<file path="src/design/tilt_angle_estimator_defines.svh">
// Assertion macros for the tilt angle estimator.
// Included by the top level; no other dependencies.
`ifndef TILT_ANGLE_ESTIMATOR_DEFINES_SVH
`define TILT_ANGLE_ESTIMATOR_DEFINES_SVH
`ifndef SYNTHESIS
`define TAE_ASSERT_IMPLIES(name, clk, rst, ante, cons) \
   name: assert property (@(posedge clk) disable iff (rst) (ante) |-> (cons)) \
      else $error("tilt_angle_estimator: check failed");
`define TAE_ASSERT_NEXT(name, clk, rst, ante, cons) \
   name: assert property (@(posedge clk) disable iff (rst) (ante) |=> (cons)) \
      else $error("tilt_angle_estimator: check failed");
`else
`define TAE_ASSERT_IMPLIES(name, clk, rst, ante, cons)
`define TAE_ASSERT_NEXT(name, clk, rst, ante, cons)
`endif
`endif

</file>
<file path="src/design/tae_pkg.sv">
// Shared constants, types and the arctangent table of the tilt angle estimator.
// No dependencies.
`default_nettype none

package tae_pkg;

   localparam int CORDIC_ITERATIONS_DEFAULT = 16;

   // CORDIC datapath: operands are raw values shifted up by 16, angles in Q16 degrees
   localparam int OPND_W     = 36;
   localparam int ANGLE_W    = 27;
   localparam int ATAN_W     = 22;
   localparam int ATAN_IDX_W = 5;

   localparam logic signed [ANGLE_W-1:0] DEG90  = 27'sd5898240;
   localparam logic signed [ANGLE_W-1:0] DEG180 = 27'sd11796480;

   // Integer square root of {radicand, 32 zero bits}
   localparam int SQRT_IN_W  = 32;
   localparam int SQRT_REM_W = 36;
   localparam int SQRT_STEPS = 32;
   localparam int SQRT_CNT_W = 5;

   // Yaw increment: round(|gyro| * 65536 / 13100) through a reciprocal
   localparam int YAW_NUM_W   = 32;
   localparam int YAW_Q_W     = 18;
   localparam int YAW_ACC_W   = 48;
   localparam int YAW_OUT_W   = 32;
   localparam int YAW_SHIFT   = 45;
   localparam logic [13:0]          YAW_DIV   = 14'd13100;
   localparam logic [YAW_NUM_W-1:0] YAW_HALF  = 32'd6550;
   localparam logic [YAW_NUM_W-1:0] YAW_RECIP = 32'd2685829930;

   typedef struct packed {
      logic busy;
      logic done;
   } unit_status_type;

   // atan(2^-i) in Q16 degrees, rounded to nearest
   function automatic logic [ATAN_W-1:0] atan_entry(input logic [ATAN_IDX_W-1:0] idx);
      logic [ATAN_W-1:0] val;
      unique case (idx)
         5'd0:    val = 22'd2949120;
         5'd1:    val = 22'd1740967;
         5'd2:    val = 22'd919879;
         5'd3:    val = 22'd466945;
         5'd4:    val = 22'd234379;
         5'd5:    val = 22'd117304;
         5'd6:    val = 22'd58666;
         5'd7:    val = 22'd29335;
         5'd8:    val = 22'd14668;
         5'd9:    val = 22'd7334;
         5'd10:   val = 22'd3667;
         5'd11:   val = 22'd1833;
         5'd12:   val = 22'd917;
         5'd13:   val = 22'd458;
         5'd14:   val = 22'd229;
         5'd15:   val = 22'd115;
         5'd16:   val = 22'd57;
         5'd17:   val = 22'd29;
         5'd18:   val = 22'd14;
         5'd19:   val = 22'd7;
         5'd20:   val = 22'd4;
         5'd21:   val = 22'd2;
         5'd22:   val = 22'd1;
         default: val = 22'd0;
      endcase
      return val;
   endfunction

endpackage

`default_nettype wire

</file>
<file path="src/design/tilt_angle_estimator.sv">
// Top level of the tilt angle estimator: sequencer, squares, output register.
// Depends on tae_pkg, tae_cordic, tae_isqrt, tae_yaw and the assertion macro header.
//
//   channel   direction  handshake            payload
//   req_      in         req_valid/req_stall  accel_x, accel_y, accel_z, gyro_z
//   rsp_      out        rsp_valid/rsp_stall  roll_angle, pitch_angle, yaw_angle
//
// A transaction computes the squares, then the bit-serial square root (the CORDIC runs roll
// meanwhile), then pitch on the same CORDIC, and last loads the result.
// req_stall is high from accept until the result is loaded; a held result does not block
// the next transaction, only the loading of its result.
// Reset is synchronous and clears the yaw accumulator; no clearing pass is needed.
`default_nettype none
`include "tilt_angle_estimator_defines.svh"

module tilt_angle_estimator #(
   parameter int CORDIC_ITERATIONS = tae_pkg::CORDIC_ITERATIONS_DEFAULT
) (
   input  wire logic           clock,
   input  wire logic           reset,
   input  wire logic           req_valid,
   output logic                req_stall,
   input  wire logic signed [15:0] req_accel_x,
   input  wire logic signed [15:0] req_accel_y,
   input  wire logic signed [15:0] req_accel_z,
   input  wire logic signed [15:0] req_gyro_z,
   output logic                rsp_valid,
   input  wire logic           rsp_stall,
   output logic signed [16:0]  rsp_roll_angle,
   output logic signed [15:0]  rsp_pitch_angle,
   output logic signed [31:0]  rsp_yaw_angle
);

   localparam int RND_W = tae_pkg::ANGLE_W - 7;

   localparam logic [2:0] S_IDLE   = 3'd0;
   localparam logic [2:0] S_SQUARE = 3'd1;
   localparam logic [2:0] S_SUM    = 3'd2;
   localparam logic [2:0] S_ROOT   = 3'd3;
   localparam logic [2:0] S_PGO    = 3'd4;
   localparam logic [2:0] S_PITCH  = 3'd5;
   localparam logic [2:0] S_FIN    = 3'd6;

   logic [2:0]                            state_ff, state_in;
   logic signed [15:0]                    ax_ff, ay_ff, az_ff;
   logic [31:0]                           sq_y_ff, sq_z_ff;
   logic signed [tae_pkg::ANGLE_W-1:0]    roll_z_ff, pitch_z_ff;
   logic                                  rsp_valid_ff, rsp_valid_in;
   logic signed [16:0]                    roll_ff;
   logic signed [15:0]                    pitch_ff;
   logic signed [31:0]                    yaw_ff;

   logic                                  accept, out_free, load;
   logic signed [31:0]                    ay_ext, az_ext;
   logic signed [16:0]                    ax_neg;
   logic                                  cordic_start;
   logic signed [tae_pkg::OPND_W-1:0]     cordic_y, cordic_x;
   tae_pkg::unit_status_type              cordic_stat, sqrt_stat, yaw_stat;
   logic signed [tae_pkg::ANGLE_W-1:0]    cordic_angle;
   logic                                  sqrt_start;
   logic [tae_pkg::SQRT_IN_W-1:0]         sqrt_root;
   logic signed [31:0]                    yaw_angle;
   logic signed [RND_W-1:0]               roll_rnd, pitch_rnd;

   // round to nearest (ties up) from Q16 to 1/256 degree, then clamp to +/-lim
   function automatic logic signed [RND_W-1:0] round_angle(
      input logic signed [tae_pkg::ANGLE_W-1:0] z,
      input logic signed [RND_W-1:0]            lim
   );
      logic signed [tae_pkg::ANGLE_W:0] t;
      logic signed [RND_W-1:0]          r;
      t = {z[tae_pkg::ANGLE_W-1], z} + (tae_pkg::ANGLE_W + 1)'(128);
      r = t[tae_pkg::ANGLE_W:8];
      if (r > lim) begin
         r = lim;
      end else if (r < -lim) begin
         r = -lim;
      end
      return r;
   endfunction

   assign req_stall = (state_ff != S_IDLE);
   assign accept    = req_valid && !req_stall;
   assign out_free  = !rsp_valid_ff || !rsp_stall;
   assign load      = (state_ff == S_FIN) && out_free && !yaw_stat.busy;

   always_comb begin
      ay_ext = {{16{ay_ff[15]}}, ay_ff};
      az_ext = {{16{az_ff[15]}}, az_ff};
      ax_neg = -$signed({ax_ff[15], ax_ff});

      cordic_start = 1'b0;
      cordic_y     = {{4{ay_ff[15]}}, ay_ff, 16'd0};
      cordic_x     = {{4{az_ff[15]}}, az_ff, 16'd0};
      sqrt_start   = (state_ff == S_SUM);
      state_in     = state_ff;

      unique case (state_ff)
         S_IDLE: begin
            if (accept) begin
               state_in = S_SQUARE;
            end
         end
         S_SQUARE: begin
            // roll runs on the CORDIC while the root is worked out
            cordic_start = 1'b1;
            state_in     = S_SUM;
         end
         S_SUM: begin
            state_in = S_ROOT;
         end
         S_ROOT: begin
            if (sqrt_stat.done) begin
               state_in = S_PGO;
            end
         end
         S_PGO: begin
            cordic_start = 1'b1;
            cordic_y     = {{3{ax_neg[16]}}, ax_neg, 16'd0};
            cordic_x     = $signed({4'd0, sqrt_root});
            state_in     = S_PITCH;
         end
         S_PITCH: begin
            if (cordic_stat.done) begin
               state_in = S_FIN;
            end
         end
         S_FIN: begin
            if (load) begin
               state_in = S_IDLE;
            end
         end
         default: begin
            state_in = S_IDLE;
         end
      endcase

      roll_rnd  = round_angle(roll_z_ff, RND_W'(46080));
      pitch_rnd = round_angle(pitch_z_ff, RND_W'(23040));

      if (load) begin
         rsp_valid_in = 1'b1;
      end else if (!rsp_stall) begin
         rsp_valid_in = 1'b0;
      end else begin
         rsp_valid_in = rsp_valid_ff;
      end
   end

   always_ff @(posedge clock) begin
      if (reset) begin
         state_ff     <= S_IDLE;
         rsp_valid_ff <= 1'b0;
      end else begin
         state_ff     <= state_in;
         rsp_valid_ff <= rsp_valid_in;
      end
   end

   always_ff @(posedge clock) begin
      if (accept) begin
         ax_ff <= req_accel_x;
         ay_ff <= req_accel_y;
         az_ff <= req_accel_z;
      end
      if (state_ff == S_SQUARE) begin
         sq_y_ff <= ay_ext * ay_ext;
         sq_z_ff <= az_ext * az_ext;
      end
      if (cordic_stat.done) begin
         if (state_ff == S_PITCH) begin
            pitch_z_ff <= cordic_angle;
         end else begin
            roll_z_ff <= cordic_angle;
         end
      end
      if (load) begin
         roll_ff  <= roll_rnd[16:0];
         pitch_ff <= pitch_rnd[15:0];
         yaw_ff   <= yaw_angle;
      end
   end

   tae_cordic #(
      .ITERATIONS (CORDIC_ITERATIONS)
   ) u_cordic (
      .clock  (clock),
      .reset  (reset),
      .start  (cordic_start),
      .opnd_y (cordic_y),
      .opnd_x (cordic_x),
      .status (cordic_stat),
      .angle  (cordic_angle)
   );

   tae_isqrt u_isqrt (
      .clock    (clock),
      .reset    (reset),
      .start    (sqrt_start),
      .radicand (sq_y_ff + sq_z_ff),
      .status   (sqrt_stat),
      .root     (sqrt_root)
   );

   tae_yaw u_yaw (
      .clock     (clock),
      .reset     (reset),
      .start     (accept),
      .gyro      (req_gyro_z),
      .status    (yaw_stat),
      .yaw_angle (yaw_angle)
   );

   assign rsp_valid       = rsp_valid_ff;
   assign rsp_roll_angle  = roll_ff;
   assign rsp_pitch_angle = pitch_ff;
   assign rsp_yaw_angle   = yaw_ff;

   `TAE_ASSERT_IMPLIES(a_cordic_free, clock, reset, cordic_start, !cordic_stat.busy)
   `TAE_ASSERT_IMPLIES(a_yaw_in_root, clock, reset, yaw_stat.done, state_ff == S_ROOT)
   `TAE_ASSERT_NEXT(a_root_to_pitch, clock, reset, (state_ff == S_ROOT) && sqrt_stat.done, state_ff == S_PGO)
   `TAE_ASSERT_IMPLIES(a_roll_range, clock, reset, rsp_valid, (rsp_roll_angle <= 17'sd46080) && (rsp_roll_angle >= -17'sd46080))

endmodule

`default_nettype wire

</file>
<file path="src/design/tae_cordic.sv">
// Iterative vectoring CORDIC: one micro-rotation per cycle, returns atan2 in Q16 degrees.
// Depends on tae_pkg.
`default_nettype none

module tae_cordic #(
   parameter int ITERATIONS = tae_pkg::CORDIC_ITERATIONS_DEFAULT
) (
   input  wire logic                                clock,
   input  wire logic                                reset,
   input  wire logic                                start,
   input  wire logic signed [tae_pkg::OPND_W-1:0]   opnd_y,
   input  wire logic signed [tae_pkg::OPND_W-1:0]   opnd_x,
   output tae_pkg::unit_status_type                 status,
   output logic signed [tae_pkg::ANGLE_W-1:0]       angle
);

   localparam int IW = $clog2(ITERATIONS);
   localparam logic [IW-1:0] LAST = IW'(ITERATIONS - 1);

   logic                                 run_ff, run_in;
   logic                                 done_ff, done_in;
   logic [IW-1:0]                        iter_ff, iter_in;
   logic signed [tae_pkg::OPND_W-1:0]    x_ff, x_in, y_ff, y_in;
   logic signed [tae_pkg::ANGLE_W-1:0]   z_ff, z_in;
   logic signed [tae_pkg::OPND_W-1:0]    dx, dy;
   logic signed [tae_pkg::ANGLE_W-1:0]   step;
   logic                                 y_pos;

   always_comb begin
      dx    = y_ff >>> iter_ff;
      dy    = x_ff >>> iter_ff;
      step  = $signed({{(tae_pkg::ANGLE_W - tae_pkg::ATAN_W){1'b0}},
                       tae_pkg::atan_entry(tae_pkg::ATAN_IDX_W'(iter_ff))});
      y_pos = !y_ff[tae_pkg::OPND_W-1] && (y_ff != '0);

      run_in  = run_ff;
      done_in = 1'b0;
      iter_in = iter_ff;
      x_in    = x_ff;
      y_in    = y_ff;
      z_in    = z_ff;

      if (start) begin
         iter_in = '0;
         if (opnd_y == '0) begin
            z_in    = opnd_x[tae_pkg::OPND_W-1] ? tae_pkg::DEG180 : '0;
            done_in = 1'b1;
            run_in  = 1'b0;
         end else if (opnd_x == '0) begin
            z_in    = opnd_y[tae_pkg::OPND_W-1] ? -tae_pkg::DEG90 : tae_pkg::DEG90;
            done_in = 1'b1;
            run_in  = 1'b0;
         end else if (opnd_x[tae_pkg::OPND_W-1]) begin
            // rotate by 180 degrees into the right half plane
            x_in   = -opnd_x;
            y_in   = -opnd_y;
            z_in   = opnd_y[tae_pkg::OPND_W-1] ? -tae_pkg::DEG180 : tae_pkg::DEG180;
            run_in = 1'b1;
         end else begin
            x_in   = opnd_x;
            y_in   = opnd_y;
            z_in   = '0;
            run_in = 1'b1;
         end
      end else if (run_ff) begin
         if (y_pos) begin
            x_in = x_ff + dx;
            y_in = y_ff - dy;
            z_in = z_ff + step;
         end else begin
            x_in = x_ff - dx;
            y_in = y_ff + dy;
            z_in = z_ff - step;
         end
         if (iter_ff == LAST) begin
            run_in  = 1'b0;
            done_in = 1'b1;
         end else begin
            iter_in = iter_ff + 1'b1;
         end
      end
   end

   always_ff @(posedge clock) begin
      if (reset) begin
         run_ff  <= 1'b0;
         done_ff <= 1'b0;
         iter_ff <= '0;
      end else begin
         run_ff  <= run_in;
         done_ff <= done_in;
         iter_ff <= iter_in;
      end
   end

   always_ff @(posedge clock) begin
      x_ff <= x_in;
      y_ff <= y_in;
      z_ff <= z_in;
   end

   assign status.busy = run_ff;
   assign status.done = done_ff;
   assign angle       = z_ff;

endmodule

`default_nettype wire

</file>
<file path="src/design/tae_isqrt.sv">
// Digit-by-digit integer square root of {radicand, 32 zero bits}, one result bit per cycle.
// Depends on tae_pkg.
`default_nettype none

module tae_isqrt (
   input  wire logic                               clock,
   input  wire logic                               reset,
   input  wire logic                               start,
   input  wire logic [tae_pkg::SQRT_IN_W-1:0]      radicand,
   output tae_pkg::unit_status_type                status,
   output logic [tae_pkg::SQRT_IN_W-1:0]           root
);

   localparam logic [tae_pkg::SQRT_CNT_W-1:0] LAST =
      tae_pkg::SQRT_CNT_W'(tae_pkg::SQRT_STEPS - 1);

   logic                                 run_ff, run_in;
   logic                                 done_ff, done_in;
   logic [tae_pkg::SQRT_CNT_W-1:0]       cnt_ff, cnt_in;
   logic [tae_pkg::SQRT_IN_W-1:0]        rad_ff, rad_in;
   logic [tae_pkg::SQRT_REM_W-1:0]       rem_ff, rem_in;
   logic [tae_pkg::SQRT_IN_W-1:0]        root_ff, root_in;
   logic [tae_pkg::SQRT_REM_W-1:0]       rem_sh, trial;

   always_comb begin
      // bring down the next bit pair; zeros follow once the radicand is used up
      rem_sh = {rem_ff[tae_pkg::SQRT_REM_W-3:0], rad_ff[tae_pkg::SQRT_IN_W-1 -: 2]};
      trial  = {2'b00, root_ff, 2'b01};

      run_in  = run_ff;
      done_in = 1'b0;
      cnt_in  = cnt_ff;
      rad_in  = rad_ff;
      rem_in  = rem_ff;
      root_in = root_ff;

      if (start) begin
         run_in  = 1'b1;
         cnt_in  = '0;
         rad_in  = radicand;
         rem_in  = '0;
         root_in = '0;
      end else if (run_ff) begin
         rad_in = {rad_ff[tae_pkg::SQRT_IN_W-3:0], 2'b00};
         if (rem_sh >= trial) begin
            rem_in  = rem_sh - trial;
            root_in = {root_ff[tae_pkg::SQRT_IN_W-2:0], 1'b1};
         end else begin
            rem_in  = rem_sh;
            root_in = {root_ff[tae_pkg::SQRT_IN_W-2:0], 1'b0};
         end
         if (cnt_ff == LAST) begin
            run_in  = 1'b0;
            done_in = 1'b1;
         end else begin
            cnt_in = cnt_ff + 1'b1;
         end
      end
   end

   always_ff @(posedge clock) begin
      if (reset) begin
         run_ff  <= 1'b0;
         done_ff <= 1'b0;
         cnt_ff  <= '0;
      end else begin
         run_ff  <= run_in;
         done_ff <= done_in;
         cnt_ff  <= cnt_in;
      end
   end

   always_ff @(posedge clock) begin
      rad_ff  <= rad_in;
      rem_ff  <= rem_in;
      root_ff <= root_in;
   end

   assign status.busy = run_ff;
   assign status.done = done_ff;
   assign root        = root_ff;

endmodule

`default_nettype wire

</file>
<file path="src/design/tae_yaw.sv">
// Yaw integrator: gyro rate to a rounded Q16-degree increment, saturating accumulator,
// and the 1/256-degree yaw angle. Depends on tae_pkg.
`default_nettype none

module tae_yaw (
   input  wire logic                                  clock,
   input  wire logic                                  reset,
   input  wire logic                                  start,
   input  wire logic signed [15:0]                    gyro,
   output tae_pkg::unit_status_type                   status,
   output logic signed [tae_pkg::YAW_OUT_W-1:0]       yaw_angle
);

   localparam int NSTAGE = 6;
   localparam int ACC_X  = tae_pkg::YAW_ACC_W + 1;
   localparam int RND_W  = ACC_X - 8;

   logic [NSTAGE-1:0]                     stage_ff, stage_in;
   logic                                  neg_ff;
   logic [tae_pkg::YAW_NUM_W-1:0]         num_ff, chk_ff;
   logic [2*tae_pkg::YAW_NUM_W-1:0]       prod_ff;
   logic [tae_pkg::YAW_Q_W-1:0]           q0_ff, q_ff;
   logic signed [tae_pkg::YAW_ACC_W-1:0]  accum_ff, accum_in;
   logic signed [tae_pkg::YAW_OUT_W-1:0]  yaw_ff, yaw_in;

   logic [15:0]                           gyro_mag;
   logic [tae_pkg::YAW_NUM_W-1:0]         num_in, diff;
   logic [tae_pkg::YAW_Q_W-1:0]           q_in;
   logic signed [tae_pkg::YAW_Q_W:0]      inc;
   logic signed [ACC_X-1:0]               sum, rnd;
   logic signed [RND_W-1:0]               rnd_sh;

   always_comb begin
      stage_in = {stage_ff[NSTAGE-2:0], start};
      gyro_mag = gyro[15] ? (~gyro + 16'd1) : gyro;
      num_in   = {gyro_mag, 16'd0} + tae_pkg::YAW_HALF;

      // the reciprocal estimate is at most one short; fix it up with the remainder
      diff = num_ff - chk_ff;
      q_in = (diff >= {18'd0, tae_pkg::YAW_DIV}) ? q0_ff + 1'b1 : q0_ff;

      inc = neg_ff ? -$signed({1'b0, q_ff}) : $signed({1'b0, q_ff});
      sum = {accum_ff[tae_pkg::YAW_ACC_W-1], accum_ff}
            + {{(ACC_X - tae_pkg::YAW_Q_W - 1){inc[tae_pkg::YAW_Q_W]}}, inc};
      if (sum[ACC_X-1] != sum[ACC_X-2]) begin
         accum_in = sum[ACC_X-1] ? {1'b1, {(tae_pkg::YAW_ACC_W-1){1'b0}}}
                                 : {1'b0, {(tae_pkg::YAW_ACC_W-1){1'b1}}};
      end else begin
         accum_in = sum[tae_pkg::YAW_ACC_W-1:0];
      end

      rnd    = {accum_ff[tae_pkg::YAW_ACC_W-1], accum_ff} + ACC_X'(128);
      rnd_sh = rnd[ACC_X-1:8];
      if (rnd_sh[RND_W-1:tae_pkg::YAW_OUT_W-1]
          != {(RND_W - tae_pkg::YAW_OUT_W + 1){rnd_sh[tae_pkg::YAW_OUT_W-1]}}) begin
         yaw_in = rnd_sh[RND_W-1] ? {1'b1, {(tae_pkg::YAW_OUT_W-1){1'b0}}}
                                  : {1'b0, {(tae_pkg::YAW_OUT_W-1){1'b1}}};
      end else begin
         yaw_in = rnd_sh[tae_pkg::YAW_OUT_W-1:0];
      end
   end

   always_ff @(posedge clock) begin
      if (reset) begin
         stage_ff <= '0;
         accum_ff <= '0;
      end else begin
         stage_ff <= stage_in;
         if (stage_ff[4]) begin
            accum_ff <= accum_in;
         end
      end
   end

   always_ff @(posedge clock) begin
      if (start) begin
         neg_ff <= gyro[15];
         num_ff <= num_in;
      end
      if (stage_ff[0]) begin
         prod_ff <= {32'd0, num_ff} * {32'd0, tae_pkg::YAW_RECIP};
      end
      if (stage_ff[1]) begin
         q0_ff <= prod_ff[tae_pkg::YAW_SHIFT +: tae_pkg::YAW_Q_W];
      end
      if (stage_ff[2]) begin
         chk_ff <= {14'd0, q0_ff} * {18'd0, tae_pkg::YAW_DIV};
      end
      if (stage_ff[3]) begin
         q_ff <= q_in;
      end
      if (stage_ff[5]) begin
         yaw_ff <= yaw_in;
      end
   end

   assign status.busy = |stage_ff;
   assign status.done = stage_ff[NSTAGE-1];
   assign yaw_angle   = yaw_ff;

endmodule

`default_nettype wire
</file>
<file path="config.mk">
export PLATFORM = sky130hd
export DESIGN_NAME = tilt_angle_estimator
export DESIGN_NICKNAME = d
export VERILOG_FILES = /design/src/design/tae_pkg.sv /design/src/design/tilt_angle_estimator.sv /design/src/design/tae_cordic.sv /design/src/design/tae_isqrt.sv /design/src/design/tae_yaw.sv
export VERILOG_INCLUDE_DIRS = /design/src /design/src/design
export SDC_FILE = /design/constraint.sdc
export NUM_CORES = 2
export LEC_CHECK = 0
export BUFFER_PORTS_ARGS = -buffer_cell sky130_fd_sc_hd__buf_2
export CELL_PAD_IN_SITES_DETAIL_PLACEMENT = 1
export CELL_PAD_IN_SITES_GLOBAL_PLACEMENT = 1
export CORE_ASPECT_RATIO = 2
export CORE_UTILIZATION = 35
export CTS_CLUSTER_SIZE = 8
export DETAILED_ROUTE_END_ITERATION = 10
export PLACE_DENSITY_LB_ADDON = 0.1
export SETUP_SLACK_MARGIN = 0.05
export SYNTH_ARGS = -nofsm -noshare
export SYNTH_HDL_FRONTEND = slang
export SYNTH_HIERARCHICAL = 1
export SYNTH_SLANG_ARGS = --single-unit
</file>
<file path="constraint.sdc">
create_clock -name clock -period 24.7 [get_ports clock]
set_input_delay 7.41 -clock clock [delete_from_list [all_inputs] [get_ports clock]]
set_output_delay 7.41 -clock clock [all_outputs]
set_load 0.02 [all_outputs]
</file>
======== Word-level counts from Yosys, hierarchy flattened ========
Memories as Yosys holds them, arrays and structs flattened. A register that Yosys moved wholly into a read port is not among the register bits.
Cells that the tools add are included.
storage, ports and cells
  flip-flop bits (word level) ............. 692
  latch bits .............................. 0
  RAM bits ................................ 0
  memory bits (read-only) ................. 352
  bits of input ports ..................... 68
  output and inout bits ................... 67
  logic and storage cells ................. 182
  memories kept ........................... 1
memory list
  memory            depth  width  rd ports  clocked after memory_dff  wr ports  line           text
  (name not given)  16     22     1         1                         0         tae_pkg.sv:42  unique case (idx)
cells by class
  $add $sub $neg .......................... 22
  multipliers ............................. 4
  divide/modulo/power cells ............... 0
  $lt $le $gt $ge ......................... 6
  eq/ne operators ......................... 17
  shift operators ......................... 2
  mux-type cells .......................... 60
  bitwise logic cells ..................... 5
  reductions and logical operators ........ 30
operators by type and width
  cell                    number
  $mux 36                 14
  $mux 27                 8
  $mux 32                 4
  $mux 48                 2
  $add 36x36->36          2
  $logic_not 36->1        2
  $neg 36->36             2
  $sshr 36x4->36          2
  $sub 36x36->36          2
  $mul 16x16->32          2
  $mul 32x31->62 const B  1
  $add 27x9->28 const B   2
  $add 48x19->49          1
  $add 48x9->49 const B   1
  $ge 36x34->1            1
  $reduce_bool 36->1      1
  $mux 34                 1
  $sub 34x34->34          1
  $add 32x13->32 const B  1
  $add 32x32->32          1
  $ge 32x14->1 const B    1
  $mux 16                 2
  $sub 32x32->32          1
  $mul 18x12->30 const B  1
  other kinds (43)        90

======== Longest topological paths before layout ========
  word-level depth ........................ 7
  mapped depth ............................ 27
  gate-level depth less buffers ........... 27

======== By module ========
The synthesis kept the hierarchy.
modules (own cells, without submodules)
  module                instances  cells each  area each (µm²)  seq. area each (µm²)
  tilt_angle_estimator  1          2830        28169.5          6536.3
  tae_yaw               1          2396        23065.9          5074.9
  tae_cordic            1          2142        17949.7          3533.4
  tae_isqrt             1          651         6112.1           2422.3

======== Worst setup path before layout ========
Ideal clock, no wire load.
  path kind ............................... input to register
  start point ............................. input port rsp_stall
  end point ............................... register pitch_ff[0] (netlist: rsp_pitch_angle[0]) (enable)
  library setup time ...................... 0.588 ns
  arrival ................................. 12.283 ns
  data required time ...................... 24.112 ns
  slack ................................... 11.829 ns
  cell stages on the path ................. 1
  path buffers ............................ 0
  cells stage by stage .................... a211oi_1
on the way
  word-level cells in the longest chain between the ends .. 4
RTL lines
  element                         line                         text
  start, declared                 tilt_angle_estimator.sv:28   input wire logic rsp_stall,
  $logic_not 1->1                 n/a
  $logic_or 1x1->1                tilt_angle_estimator.sv:84   assign out_free = !rsp_valid_ff || !rsp_stall;
  $logic_and 1x1->1 (2 in a row)  tilt_angle_estimator.sv:85   assign load = (state_ff == S_FIN) && out_free && !yaw_stat.busy;
  end signal, assigned            tilt_angle_estimator.sv:179  pitch_ff <= pitch_rnd[15:0];
  end, declared                   tilt_angle_estimator.sv:50   logic signed [15:0] pitch_ff;
No other way between the ends.
A chain may end at the register's enable or synchronous reset.

======== Worst setup path in the final report ========
  start point ............................. register state_ff[2]
  end point ............................... output port req_stall
on the way
  word-level cells in the longest chain between the ends .. 1
RTL lines
  element                 line                         text
  start, declared         tilt_angle_estimator.sv:44   logic [2:0] state_ff, state_in;
  start signal, assigned  tilt_angle_estimator.sv:155  state_ff <= state_in;
  $reduce_bool 3->1       tilt_angle_estimator.sv:82   assign req_stall = (state_ff != S_IDLE);
  end, declared           tilt_angle_estimator.sv:22   output logic req_stall,
No other way between the ends.

==> impl_metrics.json <==
{
  "layout.nets": 9624,
  "grt_pass1_vias": 66600,
  "ioPinCount": 135,
  "cp_num_buf_inv": 1,
  "synth_area_um2": 75300,
  "fp.dieArea_um2": 217000,
  "initial_core_util": 0.352,
  "viasPerCell": 5.38,
  "track_usage": 0.235,
  "max_stage_delay_ps": 760,
  "post-place-ws_ps": 14550,
  "crit_fanout": 15,
  "seqCellArea_um2": 17600,
  "postCtsSetupBuffers": 0,
  "cp-end-kind": "primary output",
  "grt_pass1_wl_mm": 387,
  "cp.arrival_ps": 2000,
  "hpwl_mm": 204,
  "die_y_um": 658,
  "slew_headroom": 0.0760,
  "synthesis.instances": 8016,
  "setup_slack_ps": 15290,
  "clock_latency_ps": 730,
  "post_cts_resized": 0,
  "max_cap_viol_count": 0,
  "timing.fmax_mhz": 106,
  "worstPathCellList": "or3_1 -> buf_2",
  "cts_buffer_depth": 3,
  "ant_nets": 0,
  "area_growth_pct": 8.74,
  "drt_iter0_drc": 1977,
  "rsz0062_at_grt": "no",
  "multi_input_area_um2": 52400,
  "grt_max_degree": 95,
  "vias": 58900,
  "cts.htree.levels": 3,
  "setup_viol": 0,
  "rows": 240,
  "tightest_slew_ps": 1380,
  "nFillCells": 24600,
  "core_area_um2": 214000,
  "finalCriticalPeriod_ps": 9410,
  "critical_path.top_delay_family": "flip-flops",
  "avgSynthCellArea_um2": 9.39,
  "io_buffers": 134,
  "cts-root-buf": "clkbuf_16",
  "hold_violations": 0,
  "maxSlewViolCount": 0,
  "setup_tns_ps": 0,
  "globalplace.congestion": 0.933,
  "hold_buffers": 0,
  "grt-ovfl-total": 0,
  "die_w_um": 330,
  "wl_per_cell_um": 23.0,
  "drt-total-wl_mm": 252,
  "status": "complete, no violations",
  "first_pass_iters": 5,
  "finalCritPeriodShare": 0.381,
  "crit_required_ps": 17290,
  "clock_sinks": 638,
  "final_util": 0.383,
  "start_kind": "register",
  "route.detailed.drc": 0,
  "crit_type": "register to primary output",
  "worstHoldPathType": "register to register",
  "cts_buffers": 92,
  "cts.clk_slew.worst_paths_ps": 60,
  "antenna_found_initial": 5,
  "ys_warn_count": 6,
  "drive_gt1_frac": 0.0709,
  "fin_skew_ps": 50.7,
  "cts_tree": "built",
  "cp_slowest_cell": "dfxtp_1"
}
registers in the layout, indices dropped and copies added (netlist names), 17 cells and up:
signal,flops
u_yaw/q_ff,18
u_cordic/y_ff,36
u_cordic/x_ff,36
u_yaw/q0_ff,18
u_isqrt/rad_ff,32
u_yaw/prod_ff,18
sq_y_ff,31
pitch_z_ff,20
u_isqrt/rem_ff,34
u_cordic/step,22
u_yaw/yaw_angle,32
u_cordic/angle,27
u_yaw/accum_ff,48
roll_z_ff,20
rsp_yaw_angle,32
sq_z_ff,31
u_yaw/chk_ff,30
u_isqrt/root,32
rsp_roll_angle,17
path summary, 6_finish.rpt:
| check | start | end | slack, ps | cells past startpoint |
|---|---|---|---|---|
| worst max-delay path | state_ff[2] | req_stall | 15290 | 2 |
| worst min-delay path | u_yaw/prod_ff[62] | u_yaw/q0_ff[17] | 410 | 0 |
| worst max register to register | u_yaw/num_ff[23] | u_yaw/prod_ff[60] | 16840 | 27 |
| worst min register to register | u_yaw/prod_ff[62] | u_yaw/q0_ff[17] | 410 | 0 |
metal layers:
layer  wire (µm)  global-route usage  up-vias  part of all wire
met3        4720              0.0186      529             0.019
met5           0                   0        -                 0
met1       82400               0.213    29900              0.33
met4       17100               0.140        0             0.068
met2      148000               0.486      844              0.59
li1            -                   -    27600                 -
placed cells by master, fill, tap and decap left out, drive strengths merged, types with 80 or more instances in the layout:
master,instances
nor3,101
a21oi,488
ha,817
xnor2,385
nand3,131
edfxtp,479
and2,130
nor2,538
a211oi,111
clkbuf,150
o21ai,379
a21o,154
mux4,80
xor2,222
nand2,592
inv,1183
mux2i,99
buf,205
dfxtp,159
fa,644
layout make-up:
type	count	area share
multi-input cells	5973	0.640
flip-flops and latches	638	0.215
inverters	1185	0.0543
well taps	2783	0.0425
clock buffers	150	0.0310
repair buffers	205	0.0149
clock inverters	11	0.00194
diodes	3	0.0000917
worst register-to-register path: stages, from the launching register on:
cell	delay (ps)
edfxtp_1	780
ha_1	310
ha_1	260
ha_1	290
inv_1	50
fa_1	500
inv_1	50
fa_1	500
inv_1	50
fa_1	470
inv_1	50
fa_1	530
inv_1	50
fa_1	530
inv_1	40
ha_1	300
nand4_1	130
nor2_1	90
o221ai_1	70
a21oi_1	90
o211ai_1	470
a211oi_1	170
o21ai_0	220
a21oi_1	170
o41ai_1	680
nor3_1	130
a2111oi_0	500
xnor2_1	110
stage by stage:
| stage | std cells | hold slack [ps] | area (µm²) |
|---|---|---|---|
| floorplan | 8074 | 400 | 75500 |
| global placement | 10800 | 401 | 79100 |
| detailed placement | 10800 | 405 | 79100 |
| CTS | 10900 | 409 | 81800 |
| global route | 10900 | 421 | 81800 |
| finish | 10900 | 407 | 81900 |
Power is left out: the tool's default activity adds up to more than one toggle a clock period on the data nets, which glitch-free logic cannot reach.
